<file path="config.mk">
export PLATFORM = sky130hd
export DESIGN_NAME = in_order_slot_release_buffer
export DESIGN_NICKNAME = d
export VERILOG_FILES = /design/src/design/osrb_pkg.sv /design/src/design/in_order_slot_release_buffer.sv /design/src/design/osrb_ram.sv /design/src/design/osrb_mod.sv
export SDC_FILE = /design/constraint.sdc
export NUM_CORES = 2
export LEC_CHECK = 0
export BUFFER_PORTS_ARGS = -buffer_cell sky130_fd_sc_hd__buf_2
export CAP_MARGIN = 20
export CORE_ASPECT_RATIO = 1.2
export CORE_MARGIN = 3
export CORE_UTILIZATION = 56
export CTS_CLUSTER_DIAMETER = 100
export DETAILED_ROUTE_END_ITERATION = 12
export GPL_ROUTABILITY_DRIVEN = 0
export PLACE_DENSITY = 0.75
export SLEW_MARGIN = 20
export SYNTH_ARGS = -nofsm -noshare
export SYNTH_HDL_FRONTEND = slang
export SYNTH_HIERARCHICAL = 1
export SYNTH_MEMORY_MAX_BITS = 65536
export SYNTH_SLANG_ARGS = --single-unit
</file>
<file path="constraint.sdc">
create_clock -name i_clk -period 11.2 [get_ports i_clk]
set_input_delay 1.12 -clock i_clk [delete_from_list [all_inputs] [get_ports i_clk]]
set_output_delay 1.12 -clock i_clk [all_outputs]
set_load 0.03 [all_outputs]
</file>
<file path="src/design/osrb_pkg.sv">
package osrb_pkg;

    localparam int SLOT_W    = 32;
    localparam int VALUE_W   = 64;
    localparam int NODE_W    = 32;
    localparam int DIGIT_W   = 8;
    localparam int MOD_STEPS = SLOT_W / DIGIT_W;
    localparam int STEP_W    = $clog2(MOD_STEPS);

    // APB byte address of own_node_id
    localparam logic [1:0] ADDR_OWN_NODE = 2'd0;

    typedef enum logic [1:0] {
        KIND_RELEASED  = 2'd0,
        KIND_DUPLICATE = 2'd1,
        KIND_DROPPED   = 2'd2
    } t_kind;

    typedef enum logic [2:0] {
        S_IDLE,
        S_MOD,
        S_CHECK,
        S_WALK,
        S_EMIT
    } t_state;

    typedef struct packed {
        logic [SLOT_W-1:0]  slot;
        logic [VALUE_W-1:0] value_tag;
        logic               is_set_master;
    } t_in;

    typedef struct packed {
        t_kind              kind;
        logic [SLOT_W-1:0]  released_slot;
        logic [VALUE_W-1:0] released_tag;
        logic [NODE_W-1:0]  origin_node;
        logic [NODE_W-1:0]  master_now;
        logic               became_master;
        logic               last;
    } t_out;

endpackage

</file>
<file path="src/design/in_order_slot_release_buffer.sv">
// In-order slot release buffer.
//
// Input channel (i_in_valid / o_in_ready / i_in_data): one beat carries a
// decided value tagged with its slot. Slots may arrive in any order.
// Output channel (o_out_valid / i_out_ready / o_out_data): one beat per
// result. An input beat yields one duplicate or out-of-window report, or
// nothing, or a run of released slots in slot order; the final beat of the
// run carries last. The APB port holds own_node_id at address 0.
//
// Timing: a beat is taken in the idle cycle, its ring index is reduced from
// the slot one byte per cycle, then the check state decides and writes the
// ring, or loads a report once the output register is free. Per freed slot
// the walk state reads the ring entry and the emit state loads the output
// register, since the ring memory's read data is registered. A new beat is
// taken only once the block is back in the idle state.
//
// Reset clears the filled marks, the slot counters, the master register and
// own_node_id; ring contents stay undefined and are never read unfilled.
// A stalled receiver holds the output register; the walk waits on it.
module in_order_slot_release_buffer #(
    parameter int WINDOW_DEPTH = 64
) (
    input  logic                              i_clk,
    input  logic                              i_rst_n,
    input  logic                              i_in_valid,
    output logic                              o_in_ready,
    input  osrb_pkg::t_in                     i_in_data,
    output logic                              o_out_valid,
    input  logic                              i_out_ready,
    output osrb_pkg::t_out                    o_out_data,
    input  logic                              psel,
    input  logic                              penable,
    input  logic                              pwrite,
    input  logic [1:0]                        paddr,
    input  logic [31:0]                       pwdata,
    output logic [31:0]                       prdata,
    output logic                              pready
);

    import osrb_pkg::*;

    localparam int IDXW  = $clog2(WINDOW_DEPTH);
    localparam int RAM_W = VALUE_W + 1;

    // Control state
    t_state              r_state, n_state;
    logic [WINDOW_DEPTH-1:0] r_filled;
    logic [SLOT_W-1:0]   r_released_upto;
    logic [SLOT_W-1:0]   r_highest_decided;
    logic [IDXW-1:0]     r_rel_idx;
    logic [NODE_W-1:0]   r_master;
    logic [NODE_W-1:0]   r_own;
    logic                r_out_valid;

    // Payload holding registers
    t_in                 r_in;
    logic [IDXW-1:0]     r_idx;
    t_out                r_out, n_out;

    // Handshake and sequencing strobes
    logic                mod_start;
    logic                mod_done;
    logic [IDXW-1:0]     mod_rem;
    logic                out_free;
    logic                load_out;
    logic                do_insert;
    logic                do_release;
    logic                do_master;
    logic [IDXW-1:0]     next_idx;
    logic                walk_more;
    logic                is_dup;
    logic                is_far;
    logic [RAM_W-1:0]    ram_rd_data;
    logic [VALUE_W-1:0]  ent_value;
    logic                ent_cmd;
    logic [NODE_W-1:0]   ent_origin;

    // Configuration port: one register, no wait states.
    assign pready = 1'b1;
    assign prdata = r_own;

    always_ff @(posedge i_clk) begin
        if (!i_rst_n) begin
            r_own <= '0;
        end else if (psel && penable && pwrite) begin
            // Drop writes to addresses that hold no register.
            if (paddr == ADDR_OWN_NODE) begin
                r_own <= pwdata;
            end
        end
    end

    // Ring index of the incoming slot (slot modulo window depth).
    osrb_mod #(
        .WINDOW_DEPTH(WINDOW_DEPTH)
    ) u_mod (
        .i_clk   (i_clk),
        .i_rst_n (i_rst_n),
        .i_start (mod_start),
        .i_slot  (i_in_data.slot),
        .o_done  (mod_done),
        .o_rem   (mod_rem)
    );

    // Ring of stored values: {command flag, value id}.
    osrb_ram #(
        .WIDTH(RAM_W),
        .DEPTH(WINDOW_DEPTH)
    ) u_ring (
        .i_clk     (i_clk),
        .i_wr_en   (do_insert),
        .i_wr_addr (r_idx),
        .i_wr_data ({r_in.is_set_master, r_in.value_tag}),
        .i_rd_en   (do_release),
        .i_rd_addr (next_idx),
        .o_rd_data (ram_rd_data)
    );

    assign ent_cmd    = ram_rd_data[RAM_W-1];
    assign ent_value  = ram_rd_data[VALUE_W-1:0];
    assign ent_origin = ent_value[NODE_W-1:0];

    // Ring slot that follows the last released one; wraps at the depth.
    assign next_idx = (r_rel_idx == IDXW'(WINDOW_DEPTH - 1)) ? '0 : r_rel_idx + IDXW'(1);

    // The next slot is releasable when it is decided and its mark is set.
    assign walk_more = (r_released_upto < r_highest_decided) && r_filled[next_idx];

    // Already released, or already held in the ring.
    assign is_dup = (r_in.slot <= r_released_upto) || r_filled[r_idx];
    // Beyond the window; widen so the bound cannot wrap.
    assign is_far = {1'b0, r_in.slot} >
                    ({1'b0, r_released_upto} + (SLOT_W+1)'(WINDOW_DEPTH));

    // The output register frees up when empty or drained this cycle.
    assign out_free = !r_out_valid || i_out_ready;

    // Next state
    always_comb begin
        n_state = r_state;
        case (r_state)
            S_IDLE: begin
                if (i_in_valid) begin
                    n_state = S_MOD;
                end
            end
            S_MOD: begin
                if (mod_done) begin
                    n_state = S_CHECK;
                end
            end
            S_CHECK: begin
                if (is_dup || is_far) begin
                    if (out_free) begin
                        n_state = S_IDLE;
                    end
                end else begin
                    n_state = S_WALK;
                end
            end
            S_WALK: begin
                n_state = walk_more ? S_EMIT : S_IDLE;
            end
            S_EMIT: begin
                if (out_free) begin
                    n_state = walk_more ? S_WALK : S_IDLE;
                end
            end
            default: n_state = S_IDLE;
        endcase
    end

    // Outputs of the sequencer
    always_comb begin
        o_in_ready = 1'b0;
        mod_start  = 1'b0;
        load_out   = 1'b0;
        do_insert  = 1'b0;
        do_release = 1'b0;
        do_master  = 1'b0;
        n_out      = r_out;
        case (r_state)
            S_IDLE: begin
                o_in_ready = 1'b1;
                mod_start  = i_in_valid;
            end
            S_CHECK: begin
                if (is_dup || is_far) begin
                    // Report the offending slot and drop the beat.
                    load_out                = out_free;
                    n_out.kind              = is_dup ? KIND_DUPLICATE : KIND_DROPPED;
                    n_out.released_slot     = r_in.slot;
                    n_out.released_tag      = '0;
                    n_out.origin_node       = '0;
                    n_out.master_now        = r_master;
                    n_out.became_master     = 1'b0;
                    n_out.last              = 1'b1;
                end else begin
                    do_insert = 1'b1;
                end
            end
            S_WALK: begin
                // Fetch the entry, clear its mark, advance the release point.
                do_release = walk_more;
            end
            S_EMIT: begin
                if (out_free) begin
                    load_out                = 1'b1;
                    do_master               = ent_cmd;
                    n_out.kind              = KIND_RELEASED;
                    n_out.released_slot     = r_released_upto;
                    n_out.released_tag      = ent_value;
                    n_out.origin_node       = ent_origin;
                    n_out.master_now        = ent_cmd ? ent_origin : r_master;
                    n_out.became_master     = ent_cmd && (ent_origin == r_own);
                    n_out.last              = !walk_more;
                end
            end
            default: ;
        endcase
    end

    always_ff @(posedge i_clk) begin
        if (!i_rst_n) begin
            r_state           <= S_IDLE;
            r_filled          <= '0;
            r_released_upto   <= '0;
            r_highest_decided <= '0;
            r_rel_idx         <= '0;
            r_master          <= '0;
            r_out_valid       <= 1'b0;
        end else begin
            r_state <= n_state;
            if (do_insert) begin
                r_filled[r_idx] <= 1'b1;
                if (r_in.slot > r_highest_decided) begin
                    r_highest_decided <= r_in.slot;
                end
            end
            if (do_release) begin
                r_filled[next_idx] <= 1'b0;
                r_released_upto    <= r_released_upto + SLOT_W'(1);
                r_rel_idx          <= next_idx;
            end
            if (do_master) begin
                r_master <= ent_origin;
            end
            if (load_out) begin
                r_out_valid <= 1'b1;
            end else if (i_out_ready) begin
                r_out_valid <= 1'b0;
            end
        end
        if (mod_start) begin
            r_in <= i_in_data;
        end
        if (mod_done) begin
            r_idx <= mod_rem;
        end
        if (load_out) begin
            r_out <= n_out;
        end
    end

    assign o_out_valid = r_out_valid;
    assign o_out_data  = r_out;

    // Release point never passes the highest decided slot.
    a_rel_bound: assert property (@(posedge i_clk) disable iff (!i_rst_n)
        r_released_upto <= r_highest_decided)
        else $error("released slot passed highest decided slot");

    // An entry being emitted has already had its mark cleared.
    a_emit_cleared: assert property (@(posedge i_clk) disable iff (!i_rst_n)
        r_state == S_EMIT |-> !r_filled[r_rel_idx])
        else $error("emitted slot still marked filled");

    // An insert leaves its ring entry marked.
    a_insert_marks: assert property (@(posedge i_clk) disable iff (!i_rst_n)
        do_insert |=> r_filled[$past(r_idx)])
        else $error("inserted slot not marked filled");

    // The decision cycle always follows a finished index reduction.
    a_check_after_mod: assert property (@(posedge i_clk) disable iff (!i_rst_n)
        (r_state == S_MOD && mod_done) |=> r_state == S_CHECK)
        else $error("index reduction finished without a decision cycle");

endmodule

</file>
<file path="src/design/osrb_ram.sv">
module osrb_ram #(
    parameter int WIDTH = 65,
    parameter int DEPTH = 64
) (
    input  logic                     i_clk,
    input  logic                     i_wr_en,
    input  logic [$clog2(DEPTH)-1:0] i_wr_addr,
    input  logic [WIDTH-1:0]         i_wr_data,
    input  logic                     i_rd_en,
    input  logic [$clog2(DEPTH)-1:0] i_rd_addr,
    output logic [WIDTH-1:0]         o_rd_data
);

    logic [WIDTH-1:0] r_mem [DEPTH];
    logic [WIDTH-1:0] r_rd_data;

    always_ff @(posedge i_clk) begin
        if (i_wr_en) begin
            r_mem[i_wr_addr] <= i_wr_data;
        end
        if (i_rd_en) begin
            r_rd_data <= r_mem[i_rd_addr];
        end
    end

    assign o_rd_data = r_rd_data;

endmodule

</file>
<file path="src/design/osrb_mod.sv">
module osrb_mod #(
    parameter int WINDOW_DEPTH = 64
) (
    input  logic                            i_clk,
    input  logic                            i_rst_n,
    input  logic                            i_start,
    input  logic [osrb_pkg::SLOT_W-1:0]     i_slot,
    output logic                            o_done,
    output logic [$clog2(WINDOW_DEPTH)-1:0] o_rem
);

    import osrb_pkg::*;

    localparam int IDXW = $clog2(WINDOW_DEPTH);
    localparam logic [IDXW:0] DIVISOR = (IDXW+1)'(WINDOW_DEPTH);

    logic              r_busy, n_busy;
    logic [STEP_W-1:0] r_cnt, n_cnt;
    logic [SLOT_W-1:0] r_shift, n_shift;
    logic [IDXW-1:0]   r_rem, n_rem;

    // Fold one digit of the slot into the running remainder, top bits first.
    always_comb begin
        logic [IDXW-1:0] rem;
        logic [IDXW:0]   t;
        rem = r_rem;
        t   = '0;
        for (int k = 0; k < DIGIT_W; k++) begin
            t = {rem, r_shift[SLOT_W-1-k]};
            if (t >= DIVISOR) begin
                t = t - DIVISOR;
            end
            rem = t[IDXW-1:0];
        end
        n_rem = rem;
    end

    always_comb begin
        n_busy  = r_busy;
        n_cnt   = r_cnt;
        n_shift = r_shift;
        if (i_start) begin
            n_busy  = 1'b1;
            n_cnt   = '0;
            n_shift = i_slot;
        end else if (r_busy) begin
            n_cnt   = r_cnt + STEP_W'(1);
            n_shift = r_shift << DIGIT_W;
            if (r_cnt == STEP_W'(MOD_STEPS - 1)) begin
                n_busy = 1'b0;
            end
        end
    end

    always_ff @(posedge i_clk) begin
        if (!i_rst_n) begin
            r_busy <= 1'b0;
            r_cnt  <= '0;
        end else begin
            r_busy <= n_busy;
            r_cnt  <= n_cnt;
        end
        r_shift <= n_shift;
        if (i_start) begin
            r_rem <= '0;
        end else if (r_busy) begin
            r_rem <= n_rem;
        end
    end

    assign o_done = r_busy && (r_cnt == STEP_W'(MOD_STEPS - 1));
    assign o_rem  = n_rem;

endmodule
</file>
==> impl_metrics.yaml <==
cts:
  cts.sinks: 4689
  path_clk_slew_ns: 0.06
  clk_path_buf_depth: 4
  cts_setup_buffers: 0
  cts_tree: "yes"
  cts_htree_levels: 5
  insertion_delay_ns: 0.97
  cts_root_buf: "clkbuf_16"
  ctsResizeCount: 0
  numCtsBuffers: 434
  ctsHoldBuffers: 0
run:
  cap_viol_max_count: 0
sta:
  drv_slew: 0
  fmax_mhz: 123
  max_slew_margin_pct: 17.1
  rsz0062_at_grt: "no"
  max_slew.worst_pin.slew_ns: 1.24
  finalSetupViolations: 0
  min_period_ns: 8.12
  post-route-period-util_pct: 72.5
  fin_skew_ns: 0.0879
  finalSetupTns_ns: 0
  finalHoldViolCount: 0
finish:
  nFillCells: 20800
  layout_commonest_cell: "edfxtp_1"
  final_cell_mix: "edfxtp_1, mux4_2, clkbuf_16"
  drive_gt1_share_pct: 25.3
  multi_input_area_mm2: 0.0411
  area_growth_pct: 11.5
  final_nets: 9569
  seq_area_mm2: 0.139
synth:
  ys.flop_type: "edfxtp_1"
  synth_compound_area_share_pct: 4.00
  synth_top_cell_area_share_pct: 73.9
  seq_area_frac_synth_pct: 76.1
  synth_xor_area_share_pct: 0.308
  synthAdderAreaFrac_pct: 0.858
  synth_top_family_by_area: "multiplexers"
  muxShareOfSynthArea_pct: 14.2
  synth_edf_count: 4484
  ys_warn_count: 6
  syn_area_mm2: 0.182
  async_flop_share_pct: 0
  synth_area_leaders: "edfxtp_1, mux4_2, dfxtp_1"
  synthCells: 8834
  syn_area_per_cell_um2: 20.6
  yosysTopAreaCell: "edfxtp_1"
  yosys.area_share.simple_pct: 2.84
  syn-num-nets: 9097
  yosysUniqueCellTypes: 85
  ys_ff_latch: 4689
drt:
  initialDrtViolationCount: 15100
  route.detailed.drc: 0
  num_vias: 96300
  wl_um: 500000
  route.detailed.wl_per_inst_um: 35.9
  vias_per_cell: 6.92
  drtPass1Iterations: 9
  ant_nets: 0
global_routing:
  antenna_found_initial: 35
  grt_max_degree: 119
  track_usage_pct: 29.9
  grt.overflow.total: 0
  grt_pass1_wl_um: 710000
  grt_pass1_vias: 95300
power:
  power_uw: 34600
  p_leak_uw: 0.0648
  p_per_area_mw_per_mm2: 170
  ir_drop_mv: 0.158
floorplanning:
  coreArea_mm2: 0.323
  die_y_um: 631
  rows: 228
  die_area_mm2: 0.332
  start_util_pct: 56.5
  pin_count: 337
  fp.dieW_um: 527
setup_path:
  critPathKind: "reg -> reg"
  crit_chain: "ha_1 > nand3_2 > nor4_4 > nand3_2 > or3_4 > or4_4 > or4_1 > xnor2_1 > ha_1 > nand3_1 > nor3_1 > o2bb2ai_1 > a2111oi_0 > a21o_1 > and4bb_2 > nand3_1 > nor2_4 > buf_4"
  critPathMaxStageDelay_ns: 1.08
  slowest_stage: "nor2_4"
  cp_data_arrival_time_ns: 8.67
  critical_path_peak_fanout: 40
  start_kind: "register"
  endpoint_kind: "register"
  worst-path-buf-inv: 1
  crit_family: "simple AND/OR/NAND/NOR gates"
  required_ns: 11.75
placed_design:
  dp_hpwl_um: 286000
  numPortBuffers: 335
outcome:
  status: "completed"
worst_hold_path:
  min_path_type: "in -> reg"
-- synthesized netlist by cell type, drive strengths merged, types with 29 or more instances --
cell	number
clkbuf	232
o221ai	49
mux2i	148
mux2	61
nor2b	29
ha	125
a21o	54
o22ai	136
and3	80
nor3	46
o21ai	47
mux4	1048
a22oi	263
inv	81
o211a	105
nand2	358
nor2	197
xnor2	34
edfxtp	4484
buf	323
nand3	152
a211oi	86
a21oi	154
dfxtp	205
-- report_power, final --
group / leakage (uW) / switching (uW) / internal [uW]
Combinational: 0.0159 / 566 / 111
Clock: 0.00679 / 6390 / 8190
Sequential: 0.0421 / 39.0 / 19300
-- cell type report --
class / instances / share of cell area (%)
inverters: 83 / 0.167
flip-flops and latches: 4689 / 68.2
diodes: 8 / 0.00985
clock buffers: 550 / 5.70
well taps: 4255 / 2.62
repair buffers: 591 / 1.91
clock inverters: 240 / 1.14
multi-input cells: 3507 / 20.2
-- worst register-to-register path: cells and delay by family, from the launching register on --
kind | cells | cell delay, ns
AND/OR/NAND/NOR | 11 | 4.77
AO/OA/AOI/OAI | 3 | 0.87
buffers and inverters | 1 | 0.81
adder cells (fa/ha/maj) | 2 | 0.57
flip-flops | 1 | 0.49
XOR/XNOR | 1 | 0.17
-- flip-flops by register name, indices dropped and copies added (netlist names), 24 cells and up --
register / cells
u_ring/r_mem: 4160
r_master: 32
r_in: 97
r_released_upto: 32
r_filled: 64
u_mod/r_shift: 24
r_highest_decided: 32
o_out_data: 132
u_ring/o_rd_data: 65
prdata: 32
-- through the flow --
stage	setup slack [ns]	area, um^2	cells	utilization, %	hold slack (ns)
after global routing	2.88	203000	13900	63.0	0.295
after floorplan	0.678	182000	8834	-	0.435
after detailed placement	3.32	189000	13100	58.7	0.407
final	3.08	203000	13900	63.0	0.333
after CTS	3.28	203000	13900	63.0	0.270
after global placement	3.17	189000	13100	58.7	0.441
-- cell families (layout without fill, tap and decap cells) --
family,count (synthesis),in the layout
DFF,4689,4689
and+or+nand+nor,1061,1061
adders and majority gates,125,125
muxes,1257,1257
buffers and inverters,638,1464
other,1,9
AOI/OAI and AO/OA,1001,1001
xor gates and xnor gates,62,62
-- layer usage --
layer / vias up / GRT usage (%) / routed length, um
met5: - / 0 / 108
met4: 16 / 12.9 / 25600
met3: 1211 / 8.01 / 64200
met2: 7286 / 47.6 / 240000
met1: 50000 / 39.5 / 170000
li1: 37800 / - / -
-- worst paths after layout --
check / cells past startpoint / startpoint / slack [ns] / to
setup / recovery: 18 / r_released_upto[6] / 3.08 / u_ring/r_mem[43][17]
setup reg to reg: 18 / r_released_upto[6] / 3.08 / u_ring/r_mem[43][17]
hold reg to reg: 0 / u_mod/r_shift[27] / 0.44 / r_idx[3]
hold / removal: 1 / i_in_data[53] / 0.33 / r_in[53]
Power figures use the tool's default switching activity.
